## config.mk

```make
export PLATFORM = sky130hd
export DESIGN_NAME = msgpack_block_record_encoder_unit_flat
export DESIGN_NICKNAME = d
export VERILOG_FILES = /design/src/mbre_pkg.sv /design/src/mbre_ifs.sv /design/src/msgpack_block_record_encoder_unit.sv /design/src/mbre_hdr_build.sv /design/src/mbre_emit.sv /design/src/flat_wrapper.sv
export SDC_FILE = /design/constraint.sdc
export NUM_CORES = 1
export LEC_CHECK = 0
export ABC_CLOCK_PERIOD_IN_PS = 6700
export BUFFER_PORTS_ARGS = -buffer_cell sky130_fd_sc_hd__buf_2
export CAP_MARGIN = 20
export CORE_MARGIN = 10
export CORE_UTILIZATION = 35
export CTS_BUF_LIST = sky130_fd_sc_hd__clkbuf_8
export CTS_CLUSTER_DIAMETER = 150
export DETAILED_ROUTE_END_ITERATION = 12
export GPL_TIMING_DRIVEN = 0
export SETUP_SLACK_MARGIN = 0.02
export SYNTH_ARGS = -nofsm -noshare
export SYNTH_HDL_FRONTEND = slang
export SYNTH_SLANG_ARGS = --single-unit
```

## constraint.sdc

```tcl
create_clock -name clk -period 6.7 [get_ports clk]
set_input_delay 1.34 -clock clk [delete_from_list [all_inputs] [get_ports clk]]
set_output_delay 1.34 -clock clk [all_outputs]
set_load 0.01 [all_outputs]
```

## src/mbre_pkg.sv

```systemverilog
// shared types and constants of the block record encoder
// no dependencies; imported by every module
`default_nettype none

package mbre_pkg;

	// action codes of an input item
	localparam logic ACT_START = 1'b0;
	localparam logic ACT_DATA  = 1'b1;

	localparam int HDR_MAX_BYTES = 23;
	localparam int HDR_BITS      = 8 * HDR_MAX_BYTES;

	localparam logic [7:0] LEAD_RESET = 8'h93;

	// map keys and marker bytes
	localparam logic [7:0] KEY_DEVNO  = 8'h00;
	localparam logic [7:0] KEY_OFFSET = 8'h01;
	localparam logic [7:0] KEY_LENGTH = 8'h02;
	localparam logic [7:0] MK_INT8    = 8'hD0;
	localparam logic [7:0] MK_INT16   = 8'hD1;
	localparam logic [7:0] MK_INT32   = 8'hD2;
	localparam logic [7:0] MK_INT64   = 8'hD3;
	localparam logic [7:0] MK_BIN8    = 8'hC4;
	localparam logic [7:0] MK_BIN16   = 8'hC5;
	localparam logic [7:0] MK_BIN32   = 8'hC6;

	// count of header bytes present whatever the item's values
	localparam logic [4:0] HDR_FIXED_BYTES = 5'd13;

	typedef logic [HDR_BITS-1:0] hdr_vec_t;

	typedef struct packed {
		logic               action;
		logic signed [31:0] device_number;
		logic signed [63:0] block_offset;
		logic [31:0]        payload_length;
		logic [7:0]         payload_byte;
	} item_t;

	typedef struct packed {
		logic [7:0] out_byte;
		logic       last;
		logic       overflow;
	} result_t;

	// header as built for one start item, first byte in the top bits
	typedef struct packed {
		hdr_vec_t   bytes;
		logic [4:0] count;
	} hdr_t;

endpackage

`default_nettype wire

```

## src/mbre_ifs.sv

```systemverilog
// handshake channels of the block record encoder: items in, bytes out, lead byte write
// no dependencies
`default_nettype none

interface mbre_cmd_if;
	logic               valid;
	logic               ready;
	logic               action;
	logic signed [31:0] device_number;
	logic signed [63:0] block_offset;
	logic [31:0]        payload_length;
	logic [7:0]         payload_byte;

	modport source (output valid, action, device_number, block_offset, payload_length,
		payload_byte, input ready);
	modport sink (input valid, action, device_number, block_offset, payload_length,
		payload_byte, output ready);
endinterface

interface mbre_enc_if;
	logic       valid;
	logic       ready;
	logic [7:0] out_byte;
	logic       last;
	logic       overflow;

	modport source (output valid, out_byte, last, overflow, input ready);
	modport sink (input valid, out_byte, last, overflow, output ready);
endinterface

interface mbre_cfg_if;
	logic       valid;
	logic       ready;
	logic [7:0] record_lead_byte;

	modport source (output valid, record_lead_byte, input ready);
	modport sink (input valid, record_lead_byte, output ready);
endinterface

`default_nettype wire

```

## src/msgpack_block_record_encoder_unit.sv

```systemverilog
// top level of the block record encoder: input register, lead byte register,
// header builder and byte emitter; depends on mbre_pkg, mbre_ifs, mbre_hdr_build, mbre_emit
`default_nettype none

// channel  role    moves
// cmd      sink    start item (device, offset, length) or one payload byte
// enc      source  one encoded byte with last and overflow flags
// cfg      sink    write of the record lead byte, always ready
//
// a data item moves from the input register to the output register; with the output ready
// items stream at one per cycle, a start item gives 16 to 23 header bytes, one per cycle,
// and the input waits while the header drains from its shift register
// reset clears the valids, the byte counter and sets the lead byte to 0x93
// a stalled output holds its byte; the input register keeps taking one item behind it
module msgpack_block_record_encoder_unit (
	input  logic     clk,
	input  logic     arst_n,
	mbre_cmd_if.sink cmd,
	mbre_enc_if.source enc,
	mbre_cfg_if.sink cfg
);
	import mbre_pkg::*;

	logic      valid_s1;
	item_t     item_s1;
	logic [7:0] lead_q;
	hdr_t      hdr;
	logic      take;
	result_t   res;

	// input register is free when empty or being drained this cycle
	assign cmd.ready = !valid_s1 || take;
	assign cfg.ready = 1'b1;

	always_ff @(posedge clk or negedge arst_n) begin
		if (!arst_n) begin
			valid_s1 <= 1'b0;
		end else if (cmd.valid && cmd.ready) begin
			valid_s1 <= 1'b1;
		end else if (take) begin
			valid_s1 <= 1'b0;
		end
	end

	always_ff @(posedge clk) begin
		if (cmd.valid && cmd.ready) begin
			item_s1.action         <= cmd.action;
			item_s1.device_number  <= cmd.device_number;
			item_s1.block_offset   <= cmd.block_offset;
			item_s1.payload_length <= cmd.payload_length;
			item_s1.payload_byte   <= cmd.payload_byte;
		end
	end

	// lead byte; the user must write it only while idle, the block itself does not enforce this
	always_ff @(posedge clk or negedge arst_n) begin
		if (!arst_n) begin
			lead_q <= LEAD_RESET;
		end else if (cfg.valid) begin
			lead_q <= cfg.record_lead_byte;
		end
	end

	// whole header of a start item, built from the input register
	mbre_hdr_build u_hdr (
		.lead (lead_q),
		.item (item_s1),
		.hdr  (hdr)
	);

	// serializes header bytes and passes payload bytes
	mbre_emit u_emit (
		.clk       (clk),
		.arst_n    (arst_n),
		.valid_s1  (valid_s1),
		.item_s1   (item_s1),
		.hdr       (hdr),
		.out_ready (enc.ready),
		.take      (take),
		.out_valid (enc.valid),
		.out_res   (res)
	);

	assign enc.out_byte = res.out_byte;
	assign enc.last     = res.last;
	assign enc.overflow = res.overflow;

endmodule

`default_nettype wire

```

## src/mbre_hdr_build.sv

```systemverilog
// combinational header builder: lead byte, device number, offset and length header
// depends on mbre_pkg
`default_nettype none

module mbre_hdr_build (
	input  logic [7:0]     lead,
	input  mbre_pkg::item_t item,
	output mbre_pkg::hdr_t  hdr
);
	import mbre_pkg::*;

	logic [31:0]  dev_u;
	logic [39:0]  dev_piece;
	logic [2:0]   dev_len;
	logic [39:0]  bin_piece;
	logic [2:0]   bin_len;
	logic [127:0] tail;
	hdr_vec_t     tail_ext;
	hdr_vec_t     tail_pos;

	assign dev_u = item.device_number;

	// shortest int form of the device number, left-justified
	always_comb begin
		if (dev_u <= 32'h0000_007F || dev_u >= 32'hFFFF_FFE0) begin
			dev_piece = {dev_u[7:0], 32'h0};
			dev_len   = 3'd1;
		end else if (dev_u >= 32'hFFFF_FF80) begin
			dev_piece = {MK_INT8, dev_u[7:0], 24'h0};
			dev_len   = 3'd2;
		end else if (dev_u <= 32'h0000_7FFF || dev_u >= 32'hFFFF_8000) begin
			dev_piece = {MK_INT16, dev_u[15:0], 16'h0};
			dev_len   = 3'd3;
		end else begin
			dev_piece = {MK_INT32, dev_u};
			dev_len   = 3'd5;
		end
	end

	// bin length header, left-justified
	always_comb begin
		if (item.payload_length < 32'd256) begin
			bin_piece = {MK_BIN8, item.payload_length[7:0], 24'h0};
			bin_len   = 3'd2;
		end else if (item.payload_length < 32'd65536) begin
			bin_piece = {MK_BIN16, item.payload_length[15:0], 16'h0};
			bin_len   = 3'd3;
		end else begin
			bin_piece = {MK_BIN32, item.payload_length};
			bin_len   = 3'd5;
		end
	end

	assign tail     = {KEY_OFFSET, MK_INT64, item.block_offset, KEY_LENGTH, bin_piece};
	assign tail_ext = {56'h0, tail};

	// close the gap left by a short device number
	always_comb begin
		case (dev_len)
			3'd1:    tail_pos = tail_ext << 32;
			3'd2:    tail_pos = tail_ext << 24;
			3'd3:    tail_pos = tail_ext << 16;
			default: tail_pos = tail_ext;
		endcase
	end

	assign hdr.bytes = {lead, KEY_DEVNO, dev_piece, 128'h0} | tail_pos;
	assign hdr.count = HDR_FIXED_BYTES + {2'b00, dev_len} + {2'b00, bin_len};

endmodule

`default_nettype wire

```

## src/mbre_emit.sv

```systemverilog
// byte emitter: header shift register, payload byte counter and output register
// depends on mbre_pkg
`default_nettype none

module mbre_emit (
	input  logic             clk,
	input  logic             arst_n,
	input  logic             valid_s1,
	input  mbre_pkg::item_t  item_s1,
	input  mbre_pkg::hdr_t   hdr,
	input  logic             out_ready,
	output logic             take,
	output logic             out_valid,
	output mbre_pkg::result_t out_res
);
	import mbre_pkg::*;

	logic       out_valid_q;
	result_t    res_q;
	hdr_vec_t   hdr_q;
	logic [4:0] hdr_left_q;
	logic [31:0] rem_q;
	logic       len_zero_q;
	logic       adv;
	logic       hdr_busy;

	assign adv      = !out_valid_q || out_ready;
	assign hdr_busy = hdr_left_q != 5'd0;
	assign take     = valid_s1 && !hdr_busy && adv;

	always_ff @(posedge clk or negedge arst_n) begin
		if (!arst_n) begin
			out_valid_q <= 1'b0;
			hdr_left_q  <= 5'd0;
			rem_q       <= 32'd0;
			len_zero_q  <= 1'b0;
		end else if (adv) begin
			if (hdr_busy) begin
				out_valid_q <= 1'b1;
				hdr_left_q  <= hdr_left_q - 5'd1;
			end else if (valid_s1) begin
				out_valid_q <= 1'b1;
				if (item_s1.action == ACT_START) begin
					hdr_left_q <= hdr.count - 5'd1;
					rem_q      <= item_s1.payload_length;
					len_zero_q <= item_s1.payload_length == 32'd0;
				end else if (rem_q != 32'd0) begin
					rem_q <= rem_q - 32'd1;
				end
			end else begin
				out_valid_q <= 1'b0;
			end
		end
	end

	// output byte and header shift register, no reset
	always_ff @(posedge clk) begin
		if (adv) begin
			if (hdr_busy) begin
				res_q.out_byte <= hdr_q[HDR_BITS-1 -: 8];
				res_q.last     <= (hdr_left_q == 5'd1) && len_zero_q;
				res_q.overflow <= 1'b0;
				hdr_q          <= hdr_q << 8;
			end else if (valid_s1) begin
				if (item_s1.action == ACT_START) begin
					res_q.out_byte <= hdr.bytes[HDR_BITS-1 -: 8];
					res_q.last     <= 1'b0;
					res_q.overflow <= 1'b0;
					hdr_q          <= hdr.bytes << 8;
				end else if (rem_q == 32'd0) begin
					res_q.out_byte <= 8'h00;
					res_q.last     <= 1'b0;
					res_q.overflow <= 1'b1;
				end else begin
					res_q.out_byte <= item_s1.payload_byte;
					res_q.last     <= rem_q == 32'd1;
					res_q.overflow <= 1'b0;
				end
			end
		end
	end

	assign out_valid = out_valid_q;
	assign out_res   = res_q;

`ifndef ASSERT_OFF
	a_ovf_clean: assert property (@(posedge clk) disable iff (!arst_n)
		out_valid_q && res_q.overflow |-> res_q.out_byte == 8'h00 && !res_q.last)
		else $error("overflow result carries data or last");
	a_no_take_in_hdr: assert property (@(posedge clk) disable iff (!arst_n)
		hdr_busy |-> !take)
		else $error("item taken while header still draining");
	a_hdr_holds_out: assert property (@(posedge clk) disable iff (!arst_n)
		hdr_busy |-> out_valid_q)
		else $error("header pending with empty output register");
	a_hdr_bound: assert property (@(posedge clk) disable iff (!arst_n)
		hdr_left_q <= 5'd22)
		else $error("header byte count out of range");
	a_start_load: assert property (@(posedge clk) disable iff (!arst_n)
		take && item_s1.action == ACT_START |=> out_valid_q && hdr_left_q >= 5'd15)
		else $error("start item did not load header");
`endif

endmodule

`default_nettype wire

```

## src/flat_wrapper.sv

```systemverilog
// flat-port wrapper written by rule: the top's interface ports become plain ports
module msgpack_block_record_encoder_unit_flat import mbre_pkg::*;
  (clk, arst_n, cmd_valid, cmd_action, cmd_device_number, cmd_block_offset, cmd_payload_length, cmd_payload_byte, cmd_ready, enc_valid, enc_out_byte, enc_last, enc_overflow, enc_ready, cfg_valid, cfg_record_lead_byte, cfg_ready);
  mbre_cmd_if cmd_i ();
  mbre_enc_if enc_i ();
  mbre_cfg_if cfg_i ();
  input  logic clk;
  input  logic arst_n;
  input wire logic [$bits(cmd_i.valid)-1:0] cmd_valid;
  input wire logic [$bits(cmd_i.action)-1:0] cmd_action;
  input wire logic [$bits(cmd_i.device_number)-1:0] cmd_device_number;
  input wire logic [$bits(cmd_i.block_offset)-1:0] cmd_block_offset;
  input wire logic [$bits(cmd_i.payload_length)-1:0] cmd_payload_length;
  input wire logic [$bits(cmd_i.payload_byte)-1:0] cmd_payload_byte;
  output wire logic [$bits(cmd_i.ready)-1:0] cmd_ready;
  output wire logic [$bits(enc_i.valid)-1:0] enc_valid;
  output wire logic [$bits(enc_i.out_byte)-1:0] enc_out_byte;
  output wire logic [$bits(enc_i.last)-1:0] enc_last;
  output wire logic [$bits(enc_i.overflow)-1:0] enc_overflow;
  input wire logic [$bits(enc_i.ready)-1:0] enc_ready;
  input wire logic [$bits(cfg_i.valid)-1:0] cfg_valid;
  input wire logic [$bits(cfg_i.record_lead_byte)-1:0] cfg_record_lead_byte;
  output wire logic [$bits(cfg_i.ready)-1:0] cfg_ready;
  assign cmd_i.valid = cmd_valid;
  assign cmd_i.action = cmd_action;
  assign cmd_i.device_number = cmd_device_number;
  assign cmd_i.block_offset = cmd_block_offset;
  assign cmd_i.payload_length = cmd_payload_length;
  assign cmd_i.payload_byte = cmd_payload_byte;
  assign cmd_ready = cmd_i.ready;
  assign enc_valid = enc_i.valid;
  assign enc_out_byte = enc_i.out_byte;
  assign enc_last = enc_i.last;
  assign enc_overflow = enc_i.overflow;
  assign enc_i.ready = enc_ready;
  assign cfg_i.valid = cfg_valid;
  assign cfg_i.record_lead_byte = cfg_record_lead_byte;
  assign cfg_ready = cfg_i.ready;
  msgpack_block_record_encoder_unit u_core (.clk(clk), .arst_n(arst_n), .cmd(cmd_i), .enc(enc_i), .cfg(cfg_i));
endmodule
```

==> results.md <==
- M2 GR Usage: between 30% and 40%
- Worst min path class: reg2reg
- Gpl congestion: 0.948
- Busiest grt layer: met2
- RSZ-0062 raised after global routing: false
- Final core utilization: about two fifths
- First-pass GRT wire length: approximately 100000 um
- Max-slew headroom: between 20% and 30%
- Crit path launch type: flop
- Vias per inst: roughly 6.0
- Post-Route WL: about 68000 um
- Sink Count: 371
- Synthesized instance count: roughly 1600
- P_leak: ~0.0077 uW
- Vias in the first global route: between 15000 and 20000
- Grt total ovfl: 0
- Worst ir drop on vdd: approximately 180 uV
- Drt pass-1 iters: 7
- Die span in y: 247 um
- Setup tns final: 0 ns
- Inserted Clock Buffers: between 60 and 70
- H-tree depth: 3
- Top cells by count, synth: 323 x edfxtp_1, 190 x nand2_1, 157 x nor2_1, 104 x clkbuf_1, 93 x a21oi_1
- Worst Skew: around 0.043 ns
- Synth warn: 0
- # DRC: 0
- Critical Path AT: about 5.1 ns
- Crit-path max FO: 10
- Vias after detailed routing: around 15000
- Async set-reset flop share out of synthesis: 12.9%
- Met3 Usage GRT: approximately 4.6%
- Tmin final: about 4.6 ns
- Setup ws final: ~2.1 ns
- Initial Util: 35.3%
- Maxcap violations: 0
- # rows: 83
- Most common cell in the netlist: edfxtp_1
- Largest net degree at the start of global routing: around 120
- Final instance area: around 0.021 mm2
- Post-route antenna net violation count: 0
- Area leader, netlist: edfxtp_1
- Post-DP HPWL: about 49000 um
- Slew Limit Fails: 0
- Fmax: approximately 0.22 GHz
- Final hold vios: 0
- Syn Area/Cell: 11.2 um2
- Share of the synthesized area in the top cell type: 53.7%
- Synth top area cells: edfxtp_1 54%, dfrtp_1 6.1%, nand2_1 3.9%
- Worst endpoint required time: approximately 7.2 ns
- Sequential area share after synthesis: ~60%
- Share of layout cells above drive strength 1: roughly 17%
- # nets final: between 2000 and 2500
- GRT met1 Usage: 27.9%
- Total nets after synthesis: around 1800
- Syn-to-layout area delta: 17.0%
- Dpl cell area: between 0.015 and 0.02 mm2
- Initial DRC Count: 2288
- Top Ports: 163
- Tot Pwr: about 6500 uW
- Outcome: complete, no violations
- # resized after CTS: 0
- Critical path class: reg2reg
- Worst-path clk slew: roughly 0.06 ns
- Initial antenna violation count: 0
- DIE AREA: between 0.06 and 0.07 mm2
- Ant. Diodes: 0
- Root Driver: clkbuf_8
- Latest clock arrival within the worst-skew pair: 0.68 ns
- Drt wl/cell: roughly 26 um
- Chip width: ~250 um
- All-Layer GR Usage: 21.9%
- Number of synthesized register bits: between 300 and 400
- Crit share post-route: about two thirds
- EDFF count, synth: 323
- Core area: 0.0512 mm2
- Worst slack at placement: approximately 2.3 ns
- TritonCTS clock tree: done
- Worst slew pin tran: approximately 1.1 ns
- Distinct cells, synth: 77
- CP endpoint kind: flop
- Setup Fix Bufs, Post-CTS: 0
- Synth Flop Type: edfxtp_1
- Pwr dens: roughly 310 mW/mm2
- # hold bufs at CTS: 0
- Clock Tree Buf Depth: 3
- Setup-failing EPs final: 0
- Synth Cell Area: 0.0181 mm2
- # port buffers: 160
## through the flow
stage               hold slack, ns  std cells
finish                       0.509       2578
global route                 0.526       2578
CTS                          0.510       2578
detailed placement           0.497       2452
global placement             0.491       2447
floorplan                    0.449       1607
## critical path, stage by stage (launching register included)
cell and delay [ns]:
edfxtp_1 0.45, nor4_1 0.09, nand4_1 0.24, a2bb2oi_1 0.90
clkbuf_1 0.58, clkbuf_1 0.56, nor2_1 0.18, ha_1 0.33
ha_1 0.16, inv_1 0.05, fa_1 0.37, xor2_1 0.19
a22oi_1 0.09, o22a_1 0.23
## area by class of cell
type / count / area (um2)
fillers: 4971 / 30100
flip-flops and latches: 371 / 10900
multi-input cells: 1078 / 6490
clock buffers: 71 / 977
repair buffers: 165 / 911
well taps: 680 / 851
plain buffers: 132 / 588
clock inverters: 55 / 310
inverters: 26 / 105
## layout by cell type (no fill, tap or decap), types with 7 or more instances in the layout
master    count
edfxtp_1    323
nand2_1     190
buf_2       171
nor2_1      157
clkbuf_1    104
a21oi_1      93
o21ai_0      89
clkbuf_8     71
a31oi_1      53
dfrtp_1      44
inv_1        41
mux2i_1      39
a221oi_1     38
nand3_1      34
nor3_1       30
o22ai_1      30
clkinv_1     21
o21ai_1      20
nor4_1       18
o221ai_1     18
a21o_1       18
and3_1       17
a222oi_1     17
o31ai_1      16
a31o_1       16
a221oi_2     16
a22oi_1      13
nand4_1      12
or3_1        11
and2_1        9
or4_1         9
mux2_2        9
ha_1          9
o21a_1        8
o21bai_1      8
nor2b_1       8
clkinv_2      8
buf_6         7
## flip-flops by register name, indices dropped and copies added, names as in the netlist
signal	flops
u_core.u_emit.rem_q	32
u_core.u_emit.out_valid	1
u_core.u_emit.hdr_left_q	5
u_core.u_emit.out_res	10
u_core.lead_q	8
u_core.u_emit.hdr_q	176
u_core.u_emit.len_zero_q	1
u_core.item_s1	137
u_core.valid_s1	1
## path summary, 6_finish.rpt
path | from | to | slack [ns] | depth (start not counted)
setup / recovery | u_core.item_s1[120]$_DFFE_PP_ | u_core.u_emit.hdr_left_q[3]$_DFFE_PN0P_ | 2.13 | 13
hold / removal | u_core.lead_q[6]$_DFFE_PN0P_ | u_core.lead_q[6]$_DFFE_PN0P_ | 0.51 | 1
setup reg to reg | u_core.item_s1[120]$_DFFE_PP_ | u_core.u_emit.hdr_left_q[3]$_DFFE_PN0P_ | 2.13 | 13
hold reg to reg | u_core.lead_q[6]$_DFFE_PN0P_ | u_core.lead_q[6]$_DFFE_PN0P_ | 0.51 | 1
max in group asynchronous | arst_n | u_core.lead_q[1]$_DFFE_PN1P_ | 5.44 | 2
min in group asynchronous | arst_n | u_core.u_emit.rem_q[14]$_DFFE_PN0P_ | 0.62 | 1
## cells by family (layout without fill, tap and decap cells)
family / Yosys count / in the layout / synth area share (%)
xor+xnor: 1 / 1 / 0.0485
other cells: 1 / 1 / 0.0208
buf+inv: 158 / 449 / 3.79
flops: 371 / 371 / 60.4
compound gates: 492 / 492 / 18.8
fa+ha+maj: 10 / 10 / 0.734
simple gates: 526 / 526 / 13.5
mux: 48 / 48 / 2.72
## report_power, final
group          leakage (uW)  internal [uW]  switching (uW)
clock              0.000720           1070            1030
sequential          0.00365           3040             230
combinational       0.00330            373             714
## layer usage
layer	up-vias	part of all wire, %
met5	-	0
met1	7591	40
met3	200	8.7
met4	0	4.6
met2	928	47
li1	6696	-
Power figures use the tool's default switching activity.
